<file path="src/hw/rtl/rtb_pkg.sv">
// Shared types, constants and helpers for the retransmit timer backoff core.
package rtb_pkg;

    // Action codes carried on the request channel
    localparam logic [2:0] ACT_RTO_DELAY   = 3'd0;
    localparam logic [2:0] ACT_PROBE_DELAY = 3'd1;
    localparam logic [2:0] ACT_HS_DELAY    = 3'd2;
    localparam logic [2:0] ACT_TIMEOUT     = 3'd3;
    localparam logic [2:0] ACT_ACK         = 3'd4;

    // Recovery mode codes
    localparam logic [2:0] MODE_IDLE      = 3'd0;
    localparam logic [2:0] MODE_HANDSHAKE = 3'd1;
    localparam logic [2:0] MODE_LOSS      = 3'd2;
    localparam logic [2:0] MODE_TAIL      = 3'd3;
    localparam logic [2:0] MODE_RTO       = 3'd4;

    localparam logic [25:0] MAX_DELAY_US     = 26'd60000000;
    localparam logic [34:0] RTO_NO_SAMPLE_US = 35'd500000;
    localparam logic [34:0] RTO_MIN_US       = 35'd200000;
    localparam logic [31:0] INITIAL_RTT_US   = 32'd333333;
    localparam logic [33:0] MULTI_PROBE_US   = 34'd10000;
    localparam logic [32:0] HS_NO_SAMPLE_US  = 33'd150000;
    localparam logic [32:0] HS_MIN_US        = 33'd10000;
    localparam logic [7:0]  MAX_RTO_SHIFT    = 8'd10;
    localparam logic [7:0]  MAX_HS_SHIFT     = 8'd8;
    localparam logic [7:0]  MAX_PROBES       = 8'd2;

    typedef struct packed {
        logic [2:0]  action;
        logic [31:0] srtt_us;
        logic [31:0] rtt_variance_us;
        logic [15:0] unacked_count;
        logic        handshake_unacked;
        logic        loss_scan_due;
    } item_t;

    typedef struct packed {
        logic [7:0] rto;
        logic [7:0] handshake;
        logic [7:0] probe;
    } counts_t;

    typedef struct packed {
        logic [2:0] mode;
        logic       clear_loss;
    } event_t;

    function automatic logic [7:0] sat_inc(input logic [7:0] v);
        return (v == 8'hFF) ? 8'hFF : v + 8'd1;
    endfunction

    function automatic logic [25:0] cap_delay(input logic [44:0] d);
        return (d > {19'd0, MAX_DELAY_US}) ? MAX_DELAY_US : d[25:0];
    endfunction

endpackage

</file>
<file path="src/hw/rtl/retransmit_timer_backoff_core.sv">
// Top level of the retransmit timer backoff core.
//
//  channel   | handshake            | payload
//  ----------+----------------------+------------------------------------------
//  request   | in_valid / in_ready  | action, srtt_us, rtt_variance_us,
//            |                      | unacked_count, handshake_unacked, loss_scan_due
//  result    | out_valid/out_ready  | delay_us, recovery_mode, clear_loss_scan
//  config    | cfg_valid/cfg_ready  | peer_ack_delay_max_us
//
// One request per cycle while the result side is not stalled; an accepted request waits in
// the request register and moves into the result register when the result side is free.
// The backoff counters update when a request moves into the result register.
// Reset clears both valid flags, the counters and the ack delay register.
// A stalled result holds the request register; ready drops only when both are full.
module retransmit_timer_backoff_core import rtb_pkg::*;
(
    input  logic        clk,
    input  logic        rst_n,

    input  logic        in_valid,
    output logic        in_ready,
    input  logic [2:0]  action,
    input  logic [31:0] srtt_us,
    input  logic [31:0] rtt_variance_us,
    input  logic [15:0] unacked_count,
    input  logic        handshake_unacked,
    input  logic        loss_scan_due,

    output logic        out_valid,
    input  logic        out_ready,
    output logic [25:0] delay_us,
    output logic [2:0]  recovery_mode,
    output logic        clear_loss_scan,

    input  logic        cfg_valid,
    output logic        cfg_ready,
    input  logic [23:0] peer_ack_delay_max_us
);

    item_t       item_reg;
    logic        item_valid_reg;
    logic        item_valid_next;
    logic [23:0] peer_reg;
    logic        out_valid_reg;
    logic        out_valid_next;
    logic [25:0] delay_reg;
    logic [2:0]  mode_reg;
    logic        clr_reg;

    logic        advance;
    logic        fire;
    counts_t     counts;
    event_t      evt;
    logic [25:0] delay;

    assign advance   = !out_valid_reg || out_ready;
    assign fire      = item_valid_reg && advance;
    assign in_ready  = !item_valid_reg || advance;
    assign cfg_ready = 1'b1;

    assign item_valid_next = in_ready ? in_valid : item_valid_reg;
    assign out_valid_next  = advance ? item_valid_reg : out_valid_reg;

    always_ff @(posedge clk or negedge rst_n)
    begin
        if (!rst_n)
        begin
            item_valid_reg <= 1'b0;
            out_valid_reg  <= 1'b0;
            peer_reg       <= 24'd0;
        end
        else
        begin
            item_valid_reg <= item_valid_next;
            out_valid_reg  <= out_valid_next;
            if (cfg_valid && cfg_ready)
            begin
                peer_reg <= peer_ack_delay_max_us;
            end
        end
    end

    always_ff @(posedge clk)
    begin
        if (in_valid && in_ready)
        begin
            item_reg.action            <= action;
            item_reg.srtt_us           <= srtt_us;
            item_reg.rtt_variance_us   <= rtt_variance_us;
            item_reg.unacked_count     <= unacked_count;
            item_reg.handshake_unacked <= handshake_unacked;
            item_reg.loss_scan_due     <= loss_scan_due;
        end
        if (fire)
        begin
            delay_reg <= delay;
            mode_reg  <= evt.mode;
            clr_reg   <= evt.clear_loss;
        end
    end

    rtb_backoff_state u_state
    (
        .clk    (clk),
        .rst_n  (rst_n),
        .fire   (fire),
        .item   (item_reg),
        .counts (counts),
        .evt    (evt)
    );

    rtb_delay_calc u_delay
    (
        .item           (item_reg),
        .counts         (counts),
        .peer_ack_delay (peer_reg),
        .delay          (delay)
    );

    assign out_valid       = out_valid_reg;
    assign delay_us        = delay_reg;
    assign recovery_mode   = mode_reg;
    assign clear_loss_scan = clr_reg;

    // a result never carries both a delay and a recovery mode
    a_mode_no_delay: assert property (@(posedge clk) disable iff (!rst_n)
        out_valid_reg |-> (mode_reg == MODE_IDLE || delay_reg == 26'd0))
        else $error("recovery mode with nonzero delay");

    a_delay_cap: assert property (@(posedge clk) disable iff (!rst_n)
        out_valid_reg |-> (delay_reg <= MAX_DELAY_US))
        else $error("delay above cap");

    a_ack_clears: assert property (@(posedge clk) disable iff (!rst_n)
        (fire && item_reg.action == ACT_ACK) |=>
            (counts.rto == 8'd0 && counts.handshake == 8'd0 && counts.probe == 8'd0))
        else $error("ack progress did not clear counters");

endmodule

</file>
<file path="src/hw/rtl/rtb_delay_calc.sv">
// Delay arithmetic for the RTO, tail probe and handshake timers.
module rtb_delay_calc import rtb_pkg::*;
(
    input  item_t       item,
    input  counts_t     counts,
    input  logic [23:0] peer_ack_delay,
    output logic [25:0] delay
);

    logic [34:0] rto_sum;
    logic [34:0] rto_base;
    logic [3:0]  rto_shift;
    logic [44:0] rto_scaled;

    logic [31:0] probe_s;
    logic [33:0] probe_sum;
    logic [33:0] probe_base;
    logic [33:0] probe_floor;
    logic [33:0] probe_d;

    logic [32:0] hs_sum;
    logic [32:0] hs_base;
    logic [3:0]  hs_shift;
    logic [40:0] hs_scaled;

    always_comb
    begin
        // RTO: srtt + 4*var, floored, then backed off
        rto_sum = {3'd0, item.srtt_us} + {1'b0, item.rtt_variance_us, 2'b00};
        if (item.srtt_us == 32'd0)
        begin
            rto_base = RTO_NO_SAMPLE_US;
        end
        else if (rto_sum < RTO_MIN_US)
        begin
            rto_base = RTO_MIN_US;
        end
        else
        begin
            rto_base = rto_sum;
        end
        rto_shift  = (counts.rto > MAX_RTO_SHIFT) ? MAX_RTO_SHIFT[3:0] : counts.rto[3:0];
        rto_scaled = {10'd0, rto_base} << rto_shift;

        // Tail probe
        probe_s     = (item.srtt_us == 32'd0) ? INITIAL_RTT_US : item.srtt_us;
        probe_sum   = {2'd0, probe_s} + {3'd0, probe_s[31:1]} + {10'd0, peer_ack_delay};
        probe_base  = (item.unacked_count > 16'd1) ? MULTI_PROBE_US : probe_sum;
        probe_floor = {1'b0, probe_s, 1'b0};
        probe_d     = (probe_base < probe_floor) ? probe_floor : probe_base;

        // Handshake: 1.5*srtt, floored, then backed off
        hs_sum = {1'b0, item.srtt_us} + {2'd0, item.srtt_us[31:1]};
        if (item.srtt_us == 32'd0)
        begin
            hs_base = HS_NO_SAMPLE_US;
        end
        else if (hs_sum < HS_MIN_US)
        begin
            hs_base = HS_MIN_US;
        end
        else
        begin
            hs_base = hs_sum;
        end
        hs_shift  = (counts.handshake > MAX_HS_SHIFT) ? MAX_HS_SHIFT[3:0]
                                                      : counts.handshake[3:0];
        hs_scaled = {8'd0, hs_base} << hs_shift;

        case (item.action)
            ACT_RTO_DELAY:   delay = cap_delay(rto_scaled);
            ACT_PROBE_DELAY: delay = cap_delay({11'd0, probe_d});
            ACT_HS_DELAY:    delay = cap_delay({4'd0, hs_scaled});
            default:         delay = 26'd0;
        endcase
    end

endmodule

</file>
<file path="src/hw/rtl/rtb_backoff_state.sv">
// Backoff counters and timeout / ack event handling.
module rtb_backoff_state import rtb_pkg::*;
(
    input  logic    clk,
    input  logic    rst_n,
    input  logic    fire,
    input  item_t   item,
    output counts_t counts,
    output event_t  evt
);

    logic [7:0] rto_count_reg;
    logic [7:0] rto_count_next;
    logic [7:0] hs_count_reg;
    logic [7:0] hs_count_next;
    logic [7:0] probe_count_reg;
    logic [7:0] probe_count_next;

    always_comb
    begin
        rto_count_next   = rto_count_reg;
        hs_count_next    = hs_count_reg;
        probe_count_next = probe_count_reg;
        evt.mode         = MODE_IDLE;
        evt.clear_loss   = 1'b0;

        case (item.action)
            ACT_HS_DELAY:
            begin
                // delay uses the old count, bump afterwards
                hs_count_next = sat_inc(hs_count_reg);
            end
            ACT_TIMEOUT:
            begin
                if (item.unacked_count == 16'd0)
                begin
                    evt.clear_loss = 1'b1;
                end
                else if (item.handshake_unacked)
                begin
                    evt.mode = MODE_HANDSHAKE;
                end
                else if (item.loss_scan_due)
                begin
                    evt.mode       = MODE_LOSS;
                    evt.clear_loss = 1'b1;
                end
                else if (probe_count_reg < MAX_PROBES)
                begin
                    evt.mode         = MODE_TAIL;
                    probe_count_next = sat_inc(probe_count_reg);
                end
                else
                begin
                    evt.mode       = MODE_RTO;
                    rto_count_next = sat_inc(rto_count_reg);
                end
            end
            ACT_ACK:
            begin
                rto_count_next   = 8'd0;
                hs_count_next    = 8'd0;
                probe_count_next = 8'd0;
                evt.clear_loss   = 1'b1;
            end
            default:
            begin
            end
        endcase
    end

    always_ff @(posedge clk or negedge rst_n)
    begin
        if (!rst_n)
        begin
            rto_count_reg   <= 8'd0;
            hs_count_reg    <= 8'd0;
            probe_count_reg <= 8'd0;
        end
        else if (fire)
        begin
            rto_count_reg   <= rto_count_next;
            hs_count_reg    <= hs_count_next;
            probe_count_reg <= probe_count_next;
        end
    end

    assign counts.rto       = rto_count_reg;
    assign counts.handshake = hs_count_reg;
    assign counts.probe     = probe_count_reg;

endmodule

</file>
<file path="config.mk">
export PLATFORM = sky130hd
export DESIGN_NAME = retransmit_timer_backoff_core
export DESIGN_NICKNAME = d
export VERILOG_FILES = /design/src/hw/rtl/rtb_pkg.sv /design/src/hw/rtl/retransmit_timer_backoff_core.sv /design/src/hw/rtl/rtb_delay_calc.sv /design/src/hw/rtl/rtb_backoff_state.sv
export SDC_FILE = /design/constraint.sdc
export NUM_CORES = 1
export LEC_CHECK = 0
export ABC_AREA = 1
export BUFFER_PORTS_ARGS = -buffer_cell sky130_fd_sc_hd__buf_2
export CORE_MARGIN = 10
export CORE_UTILIZATION = 35
export DETAILED_ROUTE_END_ITERATION = 6
export PLACE_DENSITY_LB_ADDON = 0.25
export SETUP_SLACK_MARGIN = 0.4
export SKIP_CTS_REPAIR_TIMING = 1
export SYNTH_ARGS = -nofsm -noshare
export SYNTH_HDL_FRONTEND = slang
export SYNTH_SLANG_ARGS = --single-unit
</file>
<file path="constraint.sdc">
create_clock -name clk -period 13.45 [get_ports clk]
set_input_delay 1.345 -clock clk [delete_from_list [all_inputs] [get_ports clk]]
set_output_delay 1.345 -clock clk [all_outputs]
set_load 0.005 [all_outputs]
</file>
==> flow_summary.json <==
{
  "pre_cts_ws_ns": 3.302,
  "cts_tree": "built",
  "num_rows": 90,
  "maxCapViolCount": 0,
  "grt_pass1_wl_um": 121900,
  "via_per_inst": 5.291,
  "top_level_ports": 147,
  "largest_reg_flops": 85,
  "critPathLaunchType": "flip-flop",
  "place_congestion": 0.9952,
  "total_power_mw": 3.735,
  "syn_area_per_cell_um2": 6.064,
  "internal-power_mw": 1.666,
  "skew_ns": 0.01907,
  "initialDrtViolationCount": 2583,
  "port-buffer-count": 145,
  "synthCells": 3494,
  "combPwrFrac_pct": 67.3,
  "outcome": "completed",
  "ys.warnings.count": 0,
  "fillers": 6684,
  "slew_headroom_pct": 19.07,
  "synth_nets": 3778,
  "clock-root-buffer": "clkbuf_16",
  "final_area_um2": 23160,
  "die_w_um": 266.0,
  "crit_top_cell": "nand2_1",
  "power.density_nw_per_um2": 161.2,
  "wl_um": 79840,
  "tightest_slew_ns": 1.213,
  "dr.pass1.iters": 6,
  "hold_viol_final": 0,
  "ys_types": 65,
  "num_vias": 23200,
  "p_seq_share_pct": 18.2,
  "fin_nets": 3873,
  "place_area_um2": 22540,
  "ys_seq_area_share_pct": 22.20,
  "yosys.area.top_type": "nand2_1",
  "clk_pin_slew_ns": 0.08,
  "hpwl_um": 66140,
  "crit_slowest_cell": "o21ai_0",
  "die_h_um": 266.0,
  "antenna_found_initial": 4,
  "worst_slack_ns": 2.967,
  "start_util_pct": 35.24,
  "endpoint_kind": "flip-flop",
  "switching_share_pct": 55.40,
  "synth_top_area_share_pct": 18.97,
  "multi_input_area_um2": 14190,
  "syn_to_final_growth_pct": 9.318,
  "gr-total-overflow": 0,
  "syn-cell-area_um2": 21190,
  "grt_pass1_vias": 20800,
  "htree_levels": 4,
  "slew_violations": 0,
  "yosys-top-cells-area": "nand2_1 19%, edfxtp_1 16%, ha_1 9.8%",
  "required_ns": 13.69,
  "clock_power_share_pct": 14.5,
  "drc_errors": 0,
  "grt_usage_pct": 22.05,
  "setup_viol": 0,
  "clock.fmax_ghz": 0.09539,
  "finalCritPeriodShare_pct": 77.94,
  "grt_max_degree": 64,
  "synth_seq_cells": 165,
  "post-route-util_pct": 38.52,
  "cpPeakStageDelay_ns": 0.55,
  "ir_drop_uv": 118.5,
  "p_switching_mw": 2.069,
  "core_um2": 60130,
  "wl_per_cell_um": 18.21,
  "leakage_nw": 11.83,
  "synth_edf_count": 115,
  "fp.dieArea_um2": 70780,
  "cts_sinks": 165,
  "crit_fanout": 37,
  "clockBufferDepth": 2,
  "async_flop_share_pct": 30.30,
  "final_cell_mix": "1,071 x nand2_1, 471 x inv_1, 398 x nor2_1, 398 x nand3_1, 176 x a21oi_1",
  "drive_above_1_share_pct": 8.218,
  "clk-insertion-delay-late_ns": 0.51,
  "rsz0062_at_grt": "false",
  "synth_ff_type": "edfxtp_1",
  "hold_path_class": "flip-flop to flip-flop",
  "ant_nets": 0,
  "arrival_ns": 10.73,
  "seq_area_um2": 4705,
  "fin_crit_ns": 10.48,
  "setup_tns_ns": 0,
  "cts_buffers": 17,
  "critical_path_class": "flip-flop to flip-flop",
  "final_common_cell": "nand2_1"
}
## metrics by stage
stage / hold WS (ns) / cells
global placement: 0.4790 / 4352
global route: 0.5309 / 4385
finish: 0.5014 / 4385
floorplan: 0.4516 / 3494
CTS: 0.5052 / 4384
detailed placement: 0.4820 / 4352
## layout make-up
class | instances | area share [%]
antenna | 1 | 0.01080
clock buffer | 21 | 2.128
clock inverter | 11 | 0.5294
inverter | 482 | 7.822
multi-input combinational | 2760 | 61.26
sequential | 165 | 20.31
tap | 782 | 4.224
timing repair buffer | 163 | 3.717
## per-layer routing
| metal | track usage [%] | routed length (µm) | vias up |
|---|---|---|---|
| met1 | 31.12 | 37730 | 10620 |
| met2 | 34.14 | 34930 | 827 |
| met5 | 0 | 45 | - |
| met4 | 6.887 | 2140 | 6 |
| li1 | - | - | 11650 |
| met3 | 3.008 | 4998 | 96 |
## power by group through the flow
stage | logic [mW] | clock network (mW) | registers [mW]
detailed placement | 2.45 | 0 | 0.688
floorplan | 1.83 | 0 | 0.664
finish | 2.51 | 0.542 | 0.678
global route | 2.82 | 0.572 | 0.686
CTS | 2.46 | 0.555 | 0.679
global placement | 2.46 | 0 | 0.688
## worst paths after layout
path	startpoint	end	slack [ns]	cells after the start
min reg2reg	u_state.probe_count_reg[6]	u_state.probe_count_reg[6]	0.50	2
max in group asynchronous	rst_n	u_state.rto_count_reg[0]	12.01	2
min in group asynchronous	rst_n	u_state.probe_count_reg[2]	0.97	2
max	item_reg[55]	delay_us[17]	2.97	54
min	u_state.probe_count_reg[6]	u_state.probe_count_reg[6]	0.50	2
max reg2reg	item_reg[55]	delay_us[17]	2.97	54
## cell families after synthesis
family	Yosys count	synth area share, %
simple gates	2104	42.84
buf+inv	569	10.91
compound gates	416	10.70
fa+ha+maj	170	10.18
flops	165	22.20
xor+xnor	42	1.736
mux	27	1.411
other cells	1	0.01770
## worst max-delay path, delay by kind of cell (launching register included)
family	cells	cell delay [ns]
adders and majority gates	5	1.72
and+or+nand+nor	33	4.52
xor gates and xnor gates	1	0.22
DFF	1	0.52
buffers and inverters	8	1.21
AOI/OAI and AO/OA	7	1.96
## cell usage after synthesis, drive strengths merged (2+ instances only)
| library cell | n |
|---|---|
| nand2 | 1095 |
| inv | 477 |
| nor2 | 419 |
| nand3 | 407 |
| a21oi | 178 |
| ha | 166 |
| o21ai | 155 |
| edfxtp | 115 |
| nand4 | 78 |
| nor3 | 52 |
| dfrtp | 50 |
| buf | 47 |
| clkbuf | 39 |
| xor2 | 34 |
| a31oi | 27 |
| mux2 | 23 |
| nand3b | 17 |
| nor4 | 14 |
| o22ai | 14 |
| or2 | 9 |
| xnor2 | 8 |
| a211oi | 7 |
| o211ai | 7 |
| o21bai | 6 |
| a21o | 5 |
| clkinv | 5 |
| nor3b | 5 |
| and3 | 4 |
| fa | 4 |
| mux2i | 4 |
| a2111oi | 3 |
| o221ai | 3 |
| a21boi | 2 |
| and2 | 2 |
| o21a | 2 |
| or3 | 2 |
No activity file was read; power rests on OpenSTA's default activity.
